## src/hdl/button_click_gesture_detector_unit_assert.svh

```systemverilog
// Assertion macros used by the gesture detector back end.
`ifndef BUTTON_CLICK_GESTURE_DETECTOR_UNIT_ASSERT_SVH
`define BUTTON_CLICK_GESTURE_DETECTOR_UNIT_ASSERT_SVH

// same-cycle implication, sampled on clk, off while arst_n is low
`define BCGD_ASSERT_NOW(label, ante, cons, msg) \
	label: assert property (@(posedge clk) disable iff (!arst_n) (ante) |-> (cons)) \
		else $error(msg);

// next-cycle implication
`define BCGD_ASSERT_NEXT(label, ante, cons, msg) \
	label: assert property (@(posedge clk) disable iff (!arst_n) (ante) |=> (cons)) \
		else $error(msg);

`endif

```

## src/hdl/bcgd_pkg.sv

```systemverilog
// Types, codes and constants of the button gesture detector.
package bcgd_pkg;

	localparam int KEYS_DEF       = 16;
	localparam int COUNT_BITS_DEF = 16;
	localparam int QUEUE_DEPTH    = 2;

	localparam logic [15:0] LONG_THRESHOLD_RST = 16'd100;
	localparam logic [15:0] DOUBLE_WINDOW_RST  = 16'd30;

	typedef enum logic [2:0] {
		CFG_ACTIVE_LOW  = 3'd0,
		CFG_LONG_EN     = 3'd1,
		CFG_DOUBLE_EN   = 3'd2,
		CFG_LONG_THR    = 3'd3,
		CFG_DOUBLE_WIN  = 3'd4,
		CFG_KEY_COUNT   = 3'd5
	} cfg_idx_t;

	typedef enum logic {
		OP_SCAN = 1'b0,
		OP_ARM  = 1'b1
	} op_t;

	typedef enum logic [2:0] {
		MODE_IDLE   = 3'd0,
		MODE_PRESS1 = 3'd1,
		MODE_LONG   = 3'd2,
		MODE_REL1   = 3'd3,
		MODE_PRESS2 = 3'd4
	} mode_t;

	typedef enum logic [1:0] {
		EV_NONE   = 2'd0,
		EV_CLICK  = 2'd1,
		EV_LONG   = 2'd2,
		EV_DOUBLE = 2'd3
	} ev_t;

	typedef struct packed {
		logic [15:0] active_low_mask;
		logic [15:0] long_enable_mask;
		logic [15:0] double_enable_mask;
		logic [15:0] long_threshold;
		logic [15:0] double_window;
		logic [4:0]  key_count;
	} cfg_t;

	typedef struct packed {
		logic       cmd;
		logic [3:0] key_index;
		logic       first_level;
		logic       confirm_level;
	} scan_item_t;

	typedef struct packed {
		logic [3:0] event_key;
		logic [1:0] event_code;
	} result_t;

	// classified item handed from front to back
	typedef struct packed {
		op_t        op;
		logic [3:0] key_index;
		logic       p1;
		logic       p2;
		logic       long_en;
		logic       dbl_en;
	} q_entry_t;

endpackage

```

## src/hdl/bcgd_fifo.sv

```systemverilog
// Small synchronous queue with registered storage.
module bcgd_fifo #(
	parameter type item_t = logic,
	parameter int DEPTH = 2
) (
	input  logic  clk,
	input  logic  arst_n,
	input  logic  push,
	input  item_t din,
	output logic  full,
	input  logic  pop,
	output item_t dout,
	output logic  empty
);
	localparam int PTR_W = (DEPTH > 1) ? $clog2(DEPTH) : 1;
	localparam int CNT_W = $clog2(DEPTH + 1);

	item_t            mem_q [DEPTH];
	logic [PTR_W-1:0] wr_ptr_q;
	logic [PTR_W-1:0] rd_ptr_q;
	logic [CNT_W-1:0] count_q;
	logic             do_push;
	logic             do_pop;

	assign full    = (count_q == CNT_W'(DEPTH));
	assign empty   = (count_q == '0);
	assign do_push = push && !full;
	assign do_pop  = pop && !empty;
	assign dout    = mem_q[rd_ptr_q];

	always_ff @(posedge clk) begin
		if (do_push) begin
			mem_q[wr_ptr_q] <= din;
		end
	end

	always_ff @(posedge clk or negedge arst_n) begin
		if (!arst_n) begin
			wr_ptr_q <= '0;
			rd_ptr_q <= '0;
			count_q  <= '0;
		end else begin
			if (do_push) begin
				wr_ptr_q <= (wr_ptr_q == PTR_W'(DEPTH - 1)) ? '0 : wr_ptr_q + PTR_W'(1);
			end
			if (do_pop) begin
				rd_ptr_q <= (rd_ptr_q == PTR_W'(DEPTH - 1)) ? '0 : rd_ptr_q + PTR_W'(1);
			end
			if (do_push && !do_pop) begin
				count_q <= count_q + CNT_W'(1);
			end else if (do_pop && !do_push) begin
				count_q <= count_q - CNT_W'(1);
			end
		end
	end

endmodule

```

## src/hdl/bcgd_front.sv

```systemverilog
// Front end: accepts scan items, drops keys out of use, resolves polarity and enables.
module bcgd_front #(
	parameter int KEYS = bcgd_pkg::KEYS_DEF
) (
	input  bcgd_pkg::cfg_t       cfg,
	input  logic                 push,
	input  bcgd_pkg::scan_item_t item,
	output logic                 full,
	input  logic                 q_full,
	output logic                 q_push,
	output bcgd_pkg::q_entry_t   q_item
);
	import bcgd_pkg::*;

	logic [3:0] key;
	logic       in_range;
	logic       inv;

	assign key      = item.key_index;
	assign in_range = ({1'b0, key} < cfg.key_count) && (32'(key) < 32'(KEYS));
	assign inv      = cfg.active_low_mask[key];

	assign full   = q_full;
	// items for keys out of use are taken and dropped here
	assign q_push = push && !q_full && in_range;

	always_comb begin
		q_item.op        = item.cmd ? OP_ARM : OP_SCAN;
		q_item.key_index = key;
		q_item.p1        = item.first_level ^ inv;
		q_item.p2        = item.confirm_level ^ inv;
		q_item.long_en   = cfg.long_enable_mask[key];
		q_item.dbl_en    = cfg.double_enable_mask[key];
	end

endmodule

```

## src/hdl/bcgd_back.sv

```systemverilog
// Back end: per-key state memory and gesture machine, one item per cycle while the result queue is not full.
module bcgd_back #(
	parameter int KEYS       = bcgd_pkg::KEYS_DEF,
	parameter int COUNT_BITS = bcgd_pkg::COUNT_BITS_DEF
) (
	input  logic               clk,
	input  logic               arst_n,
	input  bcgd_pkg::cfg_t     cfg,
	input  logic               q_empty,
	input  bcgd_pkg::q_entry_t q_head,
	output logic               q_pop,
	input  logic               out_full,
	output logic               out_push,
	output bcgd_pkg::result_t  out_item
);
	import bcgd_pkg::*;
	`include "button_click_gesture_detector_unit_assert.svh"

	localparam int KIDX_W = (KEYS > 1) ? $clog2(KEYS) : 1;
	localparam int STW    = 3 + COUNT_BITS + 1;
	localparam int CMP_W  = (COUNT_BITS > 16) ? COUNT_BITS : 16;

	function automatic logic [KIDX_W-1:0] key2addr(input logic [3:0] k);
		logic [KIDX_W+3:0] ext;
		ext = {{KIDX_W{1'b0}}, k};
		return ext[KIDX_W-1:0];
	endfunction

	// state word: {mode, tick count, ignore flag}
	logic [STW-1:0]        mem [KEYS];
	logic [KEYS-1:0]       vld_q;
	logic [STW-1:0]        rd_data_s2;
	logic                  rd_vld_s2;
	q_entry_t              ent_s2;
	logic                  s2_vld_q;

	logic                  lastwr_vld_q;
	logic [3:0]            lastwr_key_q;
	logic [STW-1:0]        lastwr_data_q;

	logic                  adv;
	logic                  ld;
	logic                  commit;
	logic [KIDX_W-1:0]     ra;
	logic [KIDX_W-1:0]     wa;
	logic [STW-1:0]        cur;
	logic [STW-1:0]        nxt;
	mode_t                 cur_mode;
	logic [COUNT_BITS-1:0] cur_cnt;
	logic                  cur_ign;
	mode_t                 mode_n;
	logic [COUNT_BITS-1:0] cnt_n;
	logic [COUNT_BITS-1:0] cnt_inc;
	logic                  ign_n;
	ev_t                   ev;

	assign adv    = !s2_vld_q || !out_full;
	assign ld     = adv && !q_empty;
	assign q_pop  = ld;
	assign commit = s2_vld_q && !out_full;
	assign ra     = key2addr(q_head.key_index);
	assign wa     = key2addr(ent_s2.key_index);

	always_ff @(posedge clk) begin
		if (commit) begin
			mem[wa] <= nxt;
		end
		if (ld) begin
			rd_data_s2 <= mem[ra];
			ent_s2     <= q_head;
		end
		if (commit) begin
			lastwr_key_q  <= ent_s2.key_index;
			lastwr_data_q <= nxt;
		end
	end

	always_ff @(posedge clk or negedge arst_n) begin
		if (!arst_n) begin
			vld_q        <= '0;
			rd_vld_s2    <= 1'b0;
			s2_vld_q     <= 1'b0;
			lastwr_vld_q <= 1'b0;
		end else begin
			if (commit) begin
				vld_q[wa]    <= 1'b1;
				lastwr_vld_q <= 1'b1;
			end
			if (ld) begin
				rd_vld_s2 <= vld_q[ra];
			end
			if (adv) begin
				s2_vld_q <= !q_empty;
			end
		end
	end

	// the read was taken before the last write landed: bypass it for the same key
	always_comb begin
		if (lastwr_vld_q && (lastwr_key_q == ent_s2.key_index)) begin
			cur = lastwr_data_q;
		end else if (rd_vld_s2) begin
			cur = rd_data_s2;
		end else begin
			cur = {MODE_IDLE, {COUNT_BITS{1'b0}}, 1'b0};
		end
	end

	assign cur_mode = mode_t'(cur[STW-1 -: 3]);
	assign cur_cnt  = cur[COUNT_BITS:1];
	assign cur_ign  = cur[0];

	always_comb begin
		mode_n  = cur_mode;
		cnt_n   = cur_cnt;
		ign_n   = cur_ign;
		ev      = EV_NONE;
		cnt_inc = (cur_cnt == '1) ? cur_cnt : cur_cnt + COUNT_BITS'(1);
		case (ent_s2.op)
			OP_ARM: begin
				ign_n = 1'b1;
			end
			OP_SCAN: begin
				cnt_n = cnt_inc;
				case (cur_mode)
					MODE_IDLE: begin
						if (ent_s2.p1 && ent_s2.p2) begin
							cnt_n  = '0;
							mode_n = MODE_PRESS1;
						end
					end
					MODE_PRESS1: begin
						if (!ent_s2.p1) begin
							if (!ent_s2.p2) begin
								cnt_n = '0;
								if (ent_s2.dbl_en) begin
									mode_n = MODE_REL1;
								end else begin
									mode_n = MODE_IDLE;
									ev     = EV_CLICK;
								end
							end
						end else if (ent_s2.long_en &&
							(CMP_W'(cnt_inc) >= CMP_W'(cfg.long_threshold))) begin
							cnt_n  = '0;
							mode_n = MODE_LONG;
							ev     = EV_LONG;
						end
					end
					MODE_LONG: begin
						if (!ent_s2.p1 && !ent_s2.p2) begin
							cnt_n  = '0;
							mode_n = MODE_IDLE;
						end
					end
					MODE_REL1: begin
						if (ent_s2.p1 && ent_s2.p2) begin
							cnt_n  = '0;
							mode_n = MODE_PRESS2;
						end
						// timeout sees the count after the second-press check
						if (CMP_W'(cnt_n) >= CMP_W'(cfg.double_window)) begin
							cnt_n  = '0;
							mode_n = MODE_IDLE;
							ev     = EV_CLICK;
						end
					end
					MODE_PRESS2: begin
						if (!ent_s2.p1 && !ent_s2.p2) begin
							cnt_n  = '0;
							mode_n = MODE_IDLE;
							ev     = EV_DOUBLE;
						end
					end
					default: begin
					end
				endcase
				if ((ev != EV_NONE) && cur_ign) begin
					ign_n = 1'b0;
					ev    = EV_NONE;
				end
			end
			default: begin
			end
		endcase
	end

	assign nxt                 = {mode_n, cnt_n, ign_n};
	assign out_push            = commit && (ev != EV_NONE);
	assign out_item.event_key  = ent_s2.key_index;
	assign out_item.event_code = ev;

	`BCGD_ASSERT_NOW(a_no_commit_when_full, s2_vld_q && out_full, !commit && !out_push,
		"back end committed while output queue full")
	`BCGD_ASSERT_NOW(a_arm_silent, commit && (ent_s2.op == OP_ARM), !out_push,
		"arm item produced an event")
	`BCGD_ASSERT_NOW(a_event_coded, out_push, out_item.event_code != EV_NONE,
		"event pushed with no code")
	`BCGD_ASSERT_NEXT(a_bypass_tracks_write, commit,
		lastwr_vld_q && (lastwr_key_q == $past(ent_s2.key_index)),
		"bypass register missed the last write")

endmodule

```

## src/hdl/button_click_gesture_detector_unit.sv

```systemverilog
// Top level of the button gesture detector: config registers, front, queues, back.
//
// Input: one scan item per accepted push (push high, full low). cmd 0 carries two
// samples of a key's pin (scan and debounced re-read); cmd 1 arms the key's
// ignore-next-event flag. Items for keys at or above key_count are dropped.
// Results: click, long press or double click events, oldest on result while
// empty is low, taken by pop. At most one result per item.
// Config: cfg_valid/cfg_ready (ready always high), cfg_index selects the
// register; write only while no item is in flight. Unknown indices are ignored.
// Path: item queue, back end read stage, result queue. Throughput: one item per
// cycle while the result queue is not full, set by the single read and write port
// of the per-key state memory; a same-key item on the next cycle uses a bypass.
// Reset: every key idle, counts and ignore flags clear via per-key valid bits,
// registers at their defaults; no clearing pass, items accepted at once.
// Stall: a 2-entry result queue absorbs short stalls; when it fills the back
// end holds, the 2-entry item queue fills and full rises.
module button_click_gesture_detector_unit #(
	parameter int KEYS        = bcgd_pkg::KEYS_DEF,
	parameter int COUNT_BITS  = bcgd_pkg::COUNT_BITS_DEF,
	parameter int QUEUE_DEPTH = bcgd_pkg::QUEUE_DEPTH
) (
	input  logic                 clk,
	input  logic                 arst_n,
	input  logic                 push,
	input  bcgd_pkg::scan_item_t item,
	output logic                 full,
	input  logic                 pop,
	output bcgd_pkg::result_t    result,
	output logic                 empty,
	input  logic                 cfg_valid,
	output logic                 cfg_ready,
	input  logic [2:0]           cfg_index,
	input  logic [15:0]          cfg_data
);
	import bcgd_pkg::*;

	cfg_t     cfg_q;
	logic     q_full;
	logic     q_push;
	q_entry_t q_in;
	logic     q_empty;
	logic     q_pop;
	q_entry_t q_head;
	logic     out_full;
	logic     out_push;
	result_t  out_item;

	assign cfg_ready = 1'b1;

	always_ff @(posedge clk or negedge arst_n) begin
		if (!arst_n) begin
			cfg_q.active_low_mask    <= '0;
			cfg_q.long_enable_mask   <= '0;
			cfg_q.double_enable_mask <= '0;
			cfg_q.long_threshold     <= LONG_THRESHOLD_RST;
			cfg_q.double_window      <= DOUBLE_WINDOW_RST;
			cfg_q.key_count          <= '0;
		end else if (cfg_valid) begin
			case (cfg_index)
				CFG_ACTIVE_LOW: cfg_q.active_low_mask    <= cfg_data;
				CFG_LONG_EN:    cfg_q.long_enable_mask   <= cfg_data;
				CFG_DOUBLE_EN:  cfg_q.double_enable_mask <= cfg_data;
				CFG_LONG_THR:   cfg_q.long_threshold     <= cfg_data;
				CFG_DOUBLE_WIN: cfg_q.double_window      <= cfg_data;
				CFG_KEY_COUNT:  cfg_q.key_count          <= cfg_data[4:0];
				default: begin
				end
			endcase
		end
	end

	bcgd_front #(
		.KEYS(KEYS)
	) u_front (
		.cfg    (cfg_q),
		.push   (push),
		.item   (item),
		.full   (full),
		.q_full (q_full),
		.q_push (q_push),
		.q_item (q_in)
	);

	bcgd_fifo #(
		.item_t(q_entry_t),
		.DEPTH (QUEUE_DEPTH)
	) u_item_q (
		.clk   (clk),
		.arst_n(arst_n),
		.push  (q_push),
		.din   (q_in),
		.full  (q_full),
		.pop   (q_pop),
		.dout  (q_head),
		.empty (q_empty)
	);

	bcgd_back #(
		.KEYS      (KEYS),
		.COUNT_BITS(COUNT_BITS)
	) u_back (
		.clk     (clk),
		.arst_n  (arst_n),
		.cfg     (cfg_q),
		.q_empty (q_empty),
		.q_head  (q_head),
		.q_pop   (q_pop),
		.out_full(out_full),
		.out_push(out_push),
		.out_item(out_item)
	);

	bcgd_fifo #(
		.item_t(result_t),
		.DEPTH (QUEUE_DEPTH)
	) u_result_q (
		.clk   (clk),
		.arst_n(arst_n),
		.push  (out_push),
		.din   (out_item),
		.full  (out_full),
		.pop   (pop),
		.dout  (result),
		.empty (empty)
	);

endmodule
```

## config.mk

```make
export PLATFORM = sky130hd
export DESIGN_NAME = button_click_gesture_detector_unit
export DESIGN_NICKNAME = d
export VERILOG_FILES = /design/src/hdl/bcgd_pkg.sv /design/src/hdl/bcgd_fifo.sv /design/src/hdl/bcgd_front.sv /design/src/hdl/bcgd_back.sv /design/src/hdl/button_click_gesture_detector_unit.sv
export VERILOG_INCLUDE_DIRS = /design/src /design/src/hdl
export SDC_FILE = /design/constraint.sdc
export NUM_CORES = 1
export LEC_CHECK = 0
export BUFFER_PORTS_ARGS = -buffer_cell sky130_fd_sc_hd__buf_2
export CAP_MARGIN = 40
export CELL_PAD_IN_SITES_DETAIL_PLACEMENT = 0
export CELL_PAD_IN_SITES_GLOBAL_PLACEMENT = 1
export CORE_MARGIN = 3
export CORE_UTILIZATION = 51
export CTS_BUF_LIST = sky130_fd_sc_hd__clkbuf_4
export CTS_CLUSTER_DIAMETER = 200
export DETAILED_ROUTE_END_ITERATION = 12
export HOLD_SLACK_MARGIN = 0.02
export PLACE_DENSITY_LB_ADDON = 0.15
export SLEW_MARGIN = 10
export SYNTH_ARGS = -nofsm -noshare
export SYNTH_HDL_FRONTEND = slang
export SYNTH_HIERARCHICAL = 1
export SYNTH_SLANG_ARGS = --single-unit
export TNS_END_PERCENT = 1
```

## constraint.sdc

```tcl
create_clock -name clk -period 6.4 [get_ports clk]
set_clock_uncertainty 0.2 [all_clocks]
set_input_delay 0.32 -clock clk [delete_from_list [all_inputs] [get_ports clk]]
set_output_delay 0.32 -clock clk [all_outputs]
set_load 0.02 [all_outputs]
```

[Yosys cells after proc, flatten, opt, wreduce, memory -nomap -nowiden]
Memories as Yosys holds them, arrays and structs flattened. A register that Yosys moved wholly into a read port is not among the register bits.
Cells that the tools add are included.
Storage, ports and cells
  RAM bits: 350
  memories: 3
  output and inout bits: 9
  word-level logic and storage cells: 166
  register bits: 145
  input bits: 31
Memories
  u_back.mem: depth 16, width 20, rd ports 1, clocked after Yosys merged registers in 1, write ports 1, line bcgd_back.sv:30  | logic [STW-1:0] mem [KEYS];
  u_item_q.mem_q: depth 2, width 9, rd ports 1, clocked after Yosys merged registers in 0, write ports 1, line bcgd_fifo.sv:18  | item_t mem_q [DEPTH];
  u_result_q.mem_q: depth 2, width 6, rd ports 1, clocked after Yosys merged registers in 0, write ports 1, line bcgd_fifo.sv:18
Cells by class
  magnitude comparators: 7
  reductions and logical operators: 46
  bitwise operators: 4
  equal/unequal tests: 13
  muxes and demuxes: 60
  $add $sub $neg: 9
Operators by type and width (count)
  two-way mux 16 bit: 10
  case mux 16 bit (4 select lines): 1
  two-way mux 20 bit: 2
  greater-or-equal comparator 16 bit: 2
  two-way mux 2 bit: 12
  two-way mux 3 bit: 8
  logical AND 1 bit: 19
  two-way mux 1 bit: 19
  adder 16 x 1 -> 16 bit, second input constant: 1
  binary-select mux 1 bit (select 4 bit): 4
  == test 16 bit, second input constant: 1
  OR 16 bit: 1
  < comparator 4 x 5 -> 1 bit, second input constant: 3
  == test 3 x 2 -> 1 bit, second input constant: 4
  case mux 3 bit (4 select lines): 1
  AND reduction 2 bit: 6
  zero test 1 bit: 11
  == test 3 bit, second input constant: 3
  nonzero test 2 bit: 4
  == test 3 x 1 -> 1 bit, second input constant: 2
  zero test 3 bit: 2
  case mux 2 bit (3 select lines): 1
  < comparator 4 x 5 -> 1 bit: 1
  adder 1 bit, second input constant: 4
  12 further kinds: 17

[Depth between registers and ports, before layout]
  depth in word-level cells: 23
  depth in mapped cells: 35
  gate-level depth less buffers: 29

[Hierarchy]
Netlist, hierarchy kept.
By module, submodules not included
  bcgd_back: times used 1, area each 16981.3 µm², cells each 990, sequential area each 11676.2 µm²
  button_click_gesture_detector_unit: times used 1, area each 3280.6 µm², cells each 186, sequential area each 2135.8 µm²
  bcgd_fifo at u_item_q: times used 1, area each 845.8 µm², cells each 47, sequential area each 640.6 µm²
  bcgd_fifo at u_result_q: times used 1, area each 631.9 µm², cells each 38, sequential area each 460.4 µm²
  bcgd_front: times used 1, area each 543.0 µm², cells each 40, sequential area each 0.0 µm²

[Least setup slack after synthesis]
OpenSTA, ideal clock, no wires.
  path kind: register to register
  start: reg u_back.ent_s2, in the netlist u_back/wa[3]
  end: reg u_back.lastwr_data_q[8], data pin
  arrival: 6478 ps
  required time: 5844 ps
  clock period less this slack: 7034 ps
  path slack: -634 ps
  library setup time: 356 ps
  path buffers: 6
  cell stages (with the launch flop): 30
  path through: edfxtp_1 -> buf_2 -> xnor2_1 -> nand3_1 -> buf_2 -> nor2_1 -> buf_2 -> buf_1 -> nand2_1 -> o21ai_0 -> ha_1 -> clkbuf_1 -> and4_1 -> o21ai_1 -> a222oi_1 -> buf_2 -> nand2b_1 -> nor2_1 -> xnor2_1 -> and2_1 -> ha_1 -> a21o_1 -> a221o_1 -> a21oi_1 -> o2111ai_1 -> a311oi_1 -> o32ai_1 -> a311oi_2 -> a31oi_4 -> a221oi_1
Between the ends
  word-level cells in the longest chain between the ends: 12
  elaborated cells between the ends (all ways): 25
  those cells by class: 1 x add/sub; 2 x order compare; 6 x eq/ne; 12 x mux; 4 x reduce/logical
Ends and longest elaborated chain
  start, declared: line bcgd_back.sv:34  | q_entry_t ent_s2;
  start signal, assigned: line bcgd_back.sv:70  | ent_s2 <= q_head;
  == test 4 bit *: line bcgd_back.sv:100  | if (lastwr_vld_q && (lastwr_key_q == ent_s2.key_index)) begin
  logical AND 1 bit *: line bcgd_back.sv:100
  two-way mux 20 bit *: line bcgd_back.sv:100
  adder 16 x 1 -> 16 bit or == test 16 bit (tied branches): line bcgd_back.sv:118  | cnt_inc = (cur_cnt == '1) ? cur_cnt : cur_cnt + COUNT_BITS'(1);
  two-way mux 16 bit: line bcgd_back.sv:118
  two-way mux 16 bit: line bcgd_back.sv:127, bcgd_back.sv:157
  two-way mux 16 bit: line bcgd_back.sv:125  | case (cur_mode)
  two-way mux 16 bit: line bcgd_back.sv:119  | case (ent_s2.op)
  greater-or-equal comparator 16 bit: line bcgd_back.sv:162  | if (CMP_W'(cnt_n) >= CMP_W'(cfg.double_window)) begin
  two-way mux 16 bit: line bcgd_back.sv:162
  case mux 16 bit (4 select lines): line bcgd_back.sv:125
  two-way mux 16 bit *: line bcgd_back.sv:119
  named net u_back.cnt_n[7]: line bcgd_back.sv:52  | logic [COUNT_BITS-1:0] cnt_n;
  end signal, assigned: line bcgd_back.sv:74  | lastwr_data_q <= nxt;
  end, declared: line bcgd_back.sv:39  | logic [STW-1:0] lastwr_data_q;
The timed path passes the listed nets; every way through them passes the cells marked *. The select of a mux whose other input is x is not followed.
A chain may end at the register's enable or synchronous reset.

[Worst setup path in the final report]
  start: reg u_back.ent_s2, in the netlist u_back/wa[2]
  end: mem u_back/mem[7][8] in the netlist's numbering, data pin
Between the ends
  word-level cells in the longest chain between the ends: 12
  elaborated cells between the ends (all ways): 25
  those cells by class: 1 x add/sub; 2 x order compare; 6 x eq/ne; 12 x mux; 4 x reduce/logical
Ends and longest elaborated chain (line)
  == test 4 bit *: bcgd_back.sv:100
  logical AND 1 bit *: bcgd_back.sv:100
  two-way mux 20 bit *: bcgd_back.sv:100
  adder 16 x 1 -> 16 bit or == test 16 bit (tied branches): bcgd_back.sv:118
  two-way mux 16 bit: bcgd_back.sv:118
  two-way mux 16 bit: bcgd_back.sv:127, bcgd_back.sv:157
  two-way mux 16 bit: bcgd_back.sv:125
  two-way mux 16 bit: bcgd_back.sv:119
  greater-or-equal comparator 16 bit: bcgd_back.sv:162
  two-way mux 16 bit: bcgd_back.sv:162
  case mux 16 bit (4 select lines): bcgd_back.sv:125
  two-way mux 16 bit *: bcgd_back.sv:119
  named net u_back.cnt_n[7]: bcgd_back.sv:52
  end, declared: bcgd_back.sv:30
Marks and branches as above.

==> out/summary.log <==
INFO  grt            globalRouteMet1Util=0.332
INFO  die            initial_utilization=0.524
INFO  clock_tree     cts.clk_slew.worst_paths=0.06ns
INFO  drt            routed_via_density=5.79
INFO  worst_setup_path crit_path_max_fanout=17
INFO  cells_and_area fill_cells=3173
INFO  yosys          yosysTopAreaCellShare=0.543
INFO  yosys          ys.flop_type=sky130_fd_sc_hd__edfxtp_1
INFO  place          place.detailed.hpwl=33.2mm
INFO  yosys          synth_cells=1301
INFO  place          place.gp.congestion=0.865
INFO  die            die-height=215µm
INFO  power          net-switching-power=5.04mW
INFO  sta            worstMarginPinSlew=1.07ns
INFO  drt            wirelength=54.5mm
INFO  die            core.rowCount=75
INFO  cells_and_area most_frequent_standard_cell_in_the_layout_excluding_fill_and_tap_cells=sky130_fd_sc_hd__edfxtp_1
INFO  clock_tree     cts.root.buffer_cell=sky130_fd_sc_hd__clkbuf_4
INFO  drt            wl_per_cell=24.5µm
INFO  grt            maximum_number_of_pins_on_one_net_before_global_route_repair=63
INFO  yosys          post_synth_instance_area=22300µm²
INFO  sta            hold_violations=0
INFO  power          switching_share=0.356
INFO  place          number_of_buffer_cells_added_on_primary_ports=38
INFO  grt            global_route.usage.met3=0.0607
INFO  power          share_comb_of_total_power=0.382
INFO  worst_hold_path hp-class=in -> reg
INFO  clock_tree     worst_skew_pair.late_latency=0.97ns
INFO  yosys          synth_enable_flop_cells=403
INFO  power          leakage=9.57nW
INFO  worst_setup_path worstPathArrival=6.75ns
INFO  clock_tree     cts_htree_levels=4
INFO  sta            setup_viol=0
INFO  clock_tree     tritoncts=built
INFO  drt            drt_drc_violations_left=0
INFO  yosys          synthesis.area_per_instance=17.1µm²
INFO  grt            overflow=0
INFO  power          total_power_density_per_cell_area=541nW/µm²
INFO  yosys          netlist-cell-type-count=68
INFO  power          power.share.clock=0.210
INFO  yosys          number_of_register_bits_inferred_by_synthesis=515
INFO  worst_setup_path required=7.01ns
INFO  yosys          seq_area_frac_synth=0.669
INFO  cells_and_area synthToLayoutAreaGrowth=17.6%
INFO  sta            grt_setup_unrepaired=yes
INFO  worst_setup_path crit_end_category=flip-flop
INFO  drt            dr.first_iter.drc_count=1087
INFO  worst_hold_path holdCritStartpoint=push
INFO  grt            met2_grt_util=0.384
INFO  die            die_area=46200µm²
INFO  clock_tree     cts_buffer_depth=3
INFO  yosys          async_set_or_reset_flop_fraction_in_the_synthesized_netlist=0.217
INFO  die            coreArea=42500µm²
INFO  yosys          synth.area.top_cells=sky130_fd_sc_hd__edfxtp_1 (54%), sky130_fd_sc_hd__dfrtp_1 (12%), sky130_fd_sc_hd__mux4_2 (11%)
INFO  die            dieWidth=215µm
INFO  sta            drv_slew=0
INFO  outcome        run_status=finished clean
INFO  worst_setup_path startpoint=u_back/wa[2]
INFO  yosys          synth_top_cell_by_area=sky130_fd_sc_hd__edfxtp_1
INFO  grt            grt_pass1_vias=13300
INFO  clock_tree     tritoncts.num_buffers=137
INFO  sta            timing.final.crit_share=0.959
INFO  drt            vias=12900
INFO  grt            grt_usage=0.244
INFO  sta            final.setup.tns=0ns
INFO  yosys          syn-num-nets=1367
INFO  drt            route.antenna.remaining_nets=0
INFO  power          design_power_total=14.2mW
INFO  worst_setup_path start_kind=flip-flop
INFO  sta            period_needed=6.14ns
INFO  die            number_of_i_o_pins=40
INFO  cells_and_area layout-drive-gt1-share=0.378
INFO  drt            detailedRoute.firstPassIterationCount=6
INFO  cells_and_area final_net_count=1614
INFO  power          power.sequential.fraction=0.408
INFO  worst_setup_path reg2reg_from=u_back/wa[2]
INFO  run            drv.max_cap_violation_count=0
INFO  worst_setup_path setup.worst_path.class=reg -> reg
INFO  grt            antenna_violations_before_repair=1
INFO  grt            global_route_wire_length_before_repair=82.9mm
INFO  cells_and_area mostFrequentLayoutCells=sky130_fd_sc_hd__edfxtp_1 (403), sky130_fd_sc_hd__clkbuf_4 (198), sky130_fd_sc_hd__mux4_2 (111)
INFO  power          p_int=9.13mW
INFO  power          peakVddDrop=0.000293V
INFO  sta            max_slew_margin=0.290
INFO  sta            clock.fmax=163MHz
INFO  yosys          synth_warnings=6
INFO  grt            top_usage_layer=met2
INFO  clock_tree     tritoncts_num_sinks=515
## sequential cells by signal, summed over array words and instances, names as in the netlist, 2 cells and up
| name | flops |
|---|---|
| u_back/mem | 320 |
| cfg_q | 85 |
| u_back/lastwr_data_q | 20 |
| u_back/rd_data_s2 | 20 |
| u_item_q/mem_q | 18 |
| u_back/vld_q | 16 |
| u_result_q/mem_q | 12 |
| u_back/ent_s2 | 5 |
| u_back/lastwr_key_q | 4 |
| u_back/wa | 4 |
| u_item_q/count_q | 2 |
| u_result_q/count_q | 2 |
## cells in the mapped netlist (17+ instances only)
| cell | number |
|---|---|
| sky130_fd_sc_hd__mux2_2 | 92 |
| sky130_fd_sc_hd__or2_2 | 20 |
| sky130_fd_sc_hd__inv_1 | 45 |
| sky130_fd_sc_hd__and2_1 | 17 |
| sky130_fd_sc_hd__edfxtp_1 | 403 |
| sky130_fd_sc_hd__dfrtp_1 | 105 |
| sky130_fd_sc_hd__nor2_1 | 59 |
| sky130_fd_sc_hd__a21oi_1 | 45 |
| sky130_fd_sc_hd__o21ai_0 | 17 |
| sky130_fd_sc_hd__clkbuf_1 | 23 |
| sky130_fd_sc_hd__nand3_1 | 29 |
| sky130_fd_sc_hd__ha_1 | 35 |
| sky130_fd_sc_hd__nand2_1 | 51 |
| sky130_fd_sc_hd__xnor2_1 | 24 |
| sky130_fd_sc_hd__xor2_1 | 18 |
| sky130_fd_sc_hd__mux4_2 | 111 |
## timing repair
action	4_1_cts	5_1_grt
resized for setup	0	28
setup endpoints to repair	105	287
setup buffers	0	9
hold buffers	64	0
endpoints found under the hold margin	213	0
pin swaps	0	10
gates cloned	0	0
## power groups by stage
stage	Clock, mW	Sequential, mW	Combinational [mW]
floorplan	0	5.68	3.42
global placement	0	5.80	5.03
detailed placement	0	5.84	5.16
CTS	3.07	5.78	5.22
global route	3.27	5.85	5.91
finish	2.97	5.78	5.42
## routing by layer
| layer | share of wire | vias up |
|---|---|---|
| li1 | - | 5676 |
| met1 | 0.42 | 6651 |
| met2 | 0.49 | 460 |
| met3 | 0.060 | 82 |
| met4 | 0.028 | 0 |
| met5 | 0 | - |
## worst paths after layout
path | to | slack (ns) | depth (start not counted)
worst max-delay path | u_back/mem[7][8] | 0.26 | 25
worst min-delay path | u_item_q/wr_ptr_q | 0.16 | 5
worst max register to register | u_back/mem[7][8] | 0.26 | 25
worst min register to register | u_back/vld_q[7] | 0.27 | 1
max in group asynchronous | cfg_q[7] | 5.08 | 5
min in group asynchronous | cfg_q[39] | 0.24 | 4
## per-stage QoR
step,instance area [µm²],utilization,setup WS (ns),hold WS [ns],cells
floorplan,22400,-,0.0169,-0.176,1301
finish,26200,0.616,0.262,0.156,2222
global route,26200,0.616,-0.0416,0.118,2219
global placement,23400,0.550,0.229,0.153,1903
detailed placement,23500,0.553,-0.0259,0.155,1912
CTS,26000,0.611,-0.0804,0.0242,2208
## critical path, stage by stage (launching register included)
cell	delay (ns)
sky130_fd_sc_hd__edfxtp_1	0.40
sky130_fd_sc_hd__xnor2_1	0.27
sky130_fd_sc_hd__nand3_2	0.14
sky130_fd_sc_hd__nor2_4	0.19
sky130_fd_sc_hd__nand2_1	0.08
sky130_fd_sc_hd__o21ai_2	0.09
sky130_fd_sc_hd__ha_2	0.22
sky130_fd_sc_hd__and3_1	0.17
sky130_fd_sc_hd__nand3_2	0.13
sky130_fd_sc_hd__a222oi_1	0.46
sky130_fd_sc_hd__nand2b_4	0.22
sky130_fd_sc_hd__nor2_1	0.05
sky130_fd_sc_hd__xnor2_1	0.28
sky130_fd_sc_hd__and2_1	0.17
sky130_fd_sc_hd__ha_1	0.24
sky130_fd_sc_hd__a21o_1	0.18
sky130_fd_sc_hd__a221o_1	0.35
sky130_fd_sc_hd__a21oi_2	0.16
sky130_fd_sc_hd__o2111ai_1	0.14
sky130_fd_sc_hd__a311oi_2	0.28
sky130_fd_sc_hd__o32ai_2	0.14
sky130_fd_sc_hd__a311oi_2	0.22
sky130_fd_sc_hd__buf_4	0.18
sky130_fd_sc_hd__a31oi_4	0.38
sky130_fd_sc_hd__a221oi_2	0.45
sky130_fd_sc_hd__buf_6	0.21
## cell type report
class,count,area (µm²),area share
tap,577,722,0.0275
antenna,4,10.0,0.000382
timing repair buffer,176,1490,0.0570
clock inverter,34,320,0.0122
multi-input combinational,673,7090,0.271
sequential,515,14900,0.569
clock buffer,198,1490,0.0567
inverter,45,169,0.00645
## kinds of logic after synthesis
group                    synth area share
multiplexers                        0.176
XOR/XNOR                           0.0165
other                            0.000168
flip-flops                          0.669
AO/OA/AOI/OAI                      0.0378
AND/OR/NAND/NOR                    0.0556
adder cells (fa/ha/maj)            0.0197
buffers and inverters              0.0253
No activity file was read; power rests on OpenSTA's default activity.
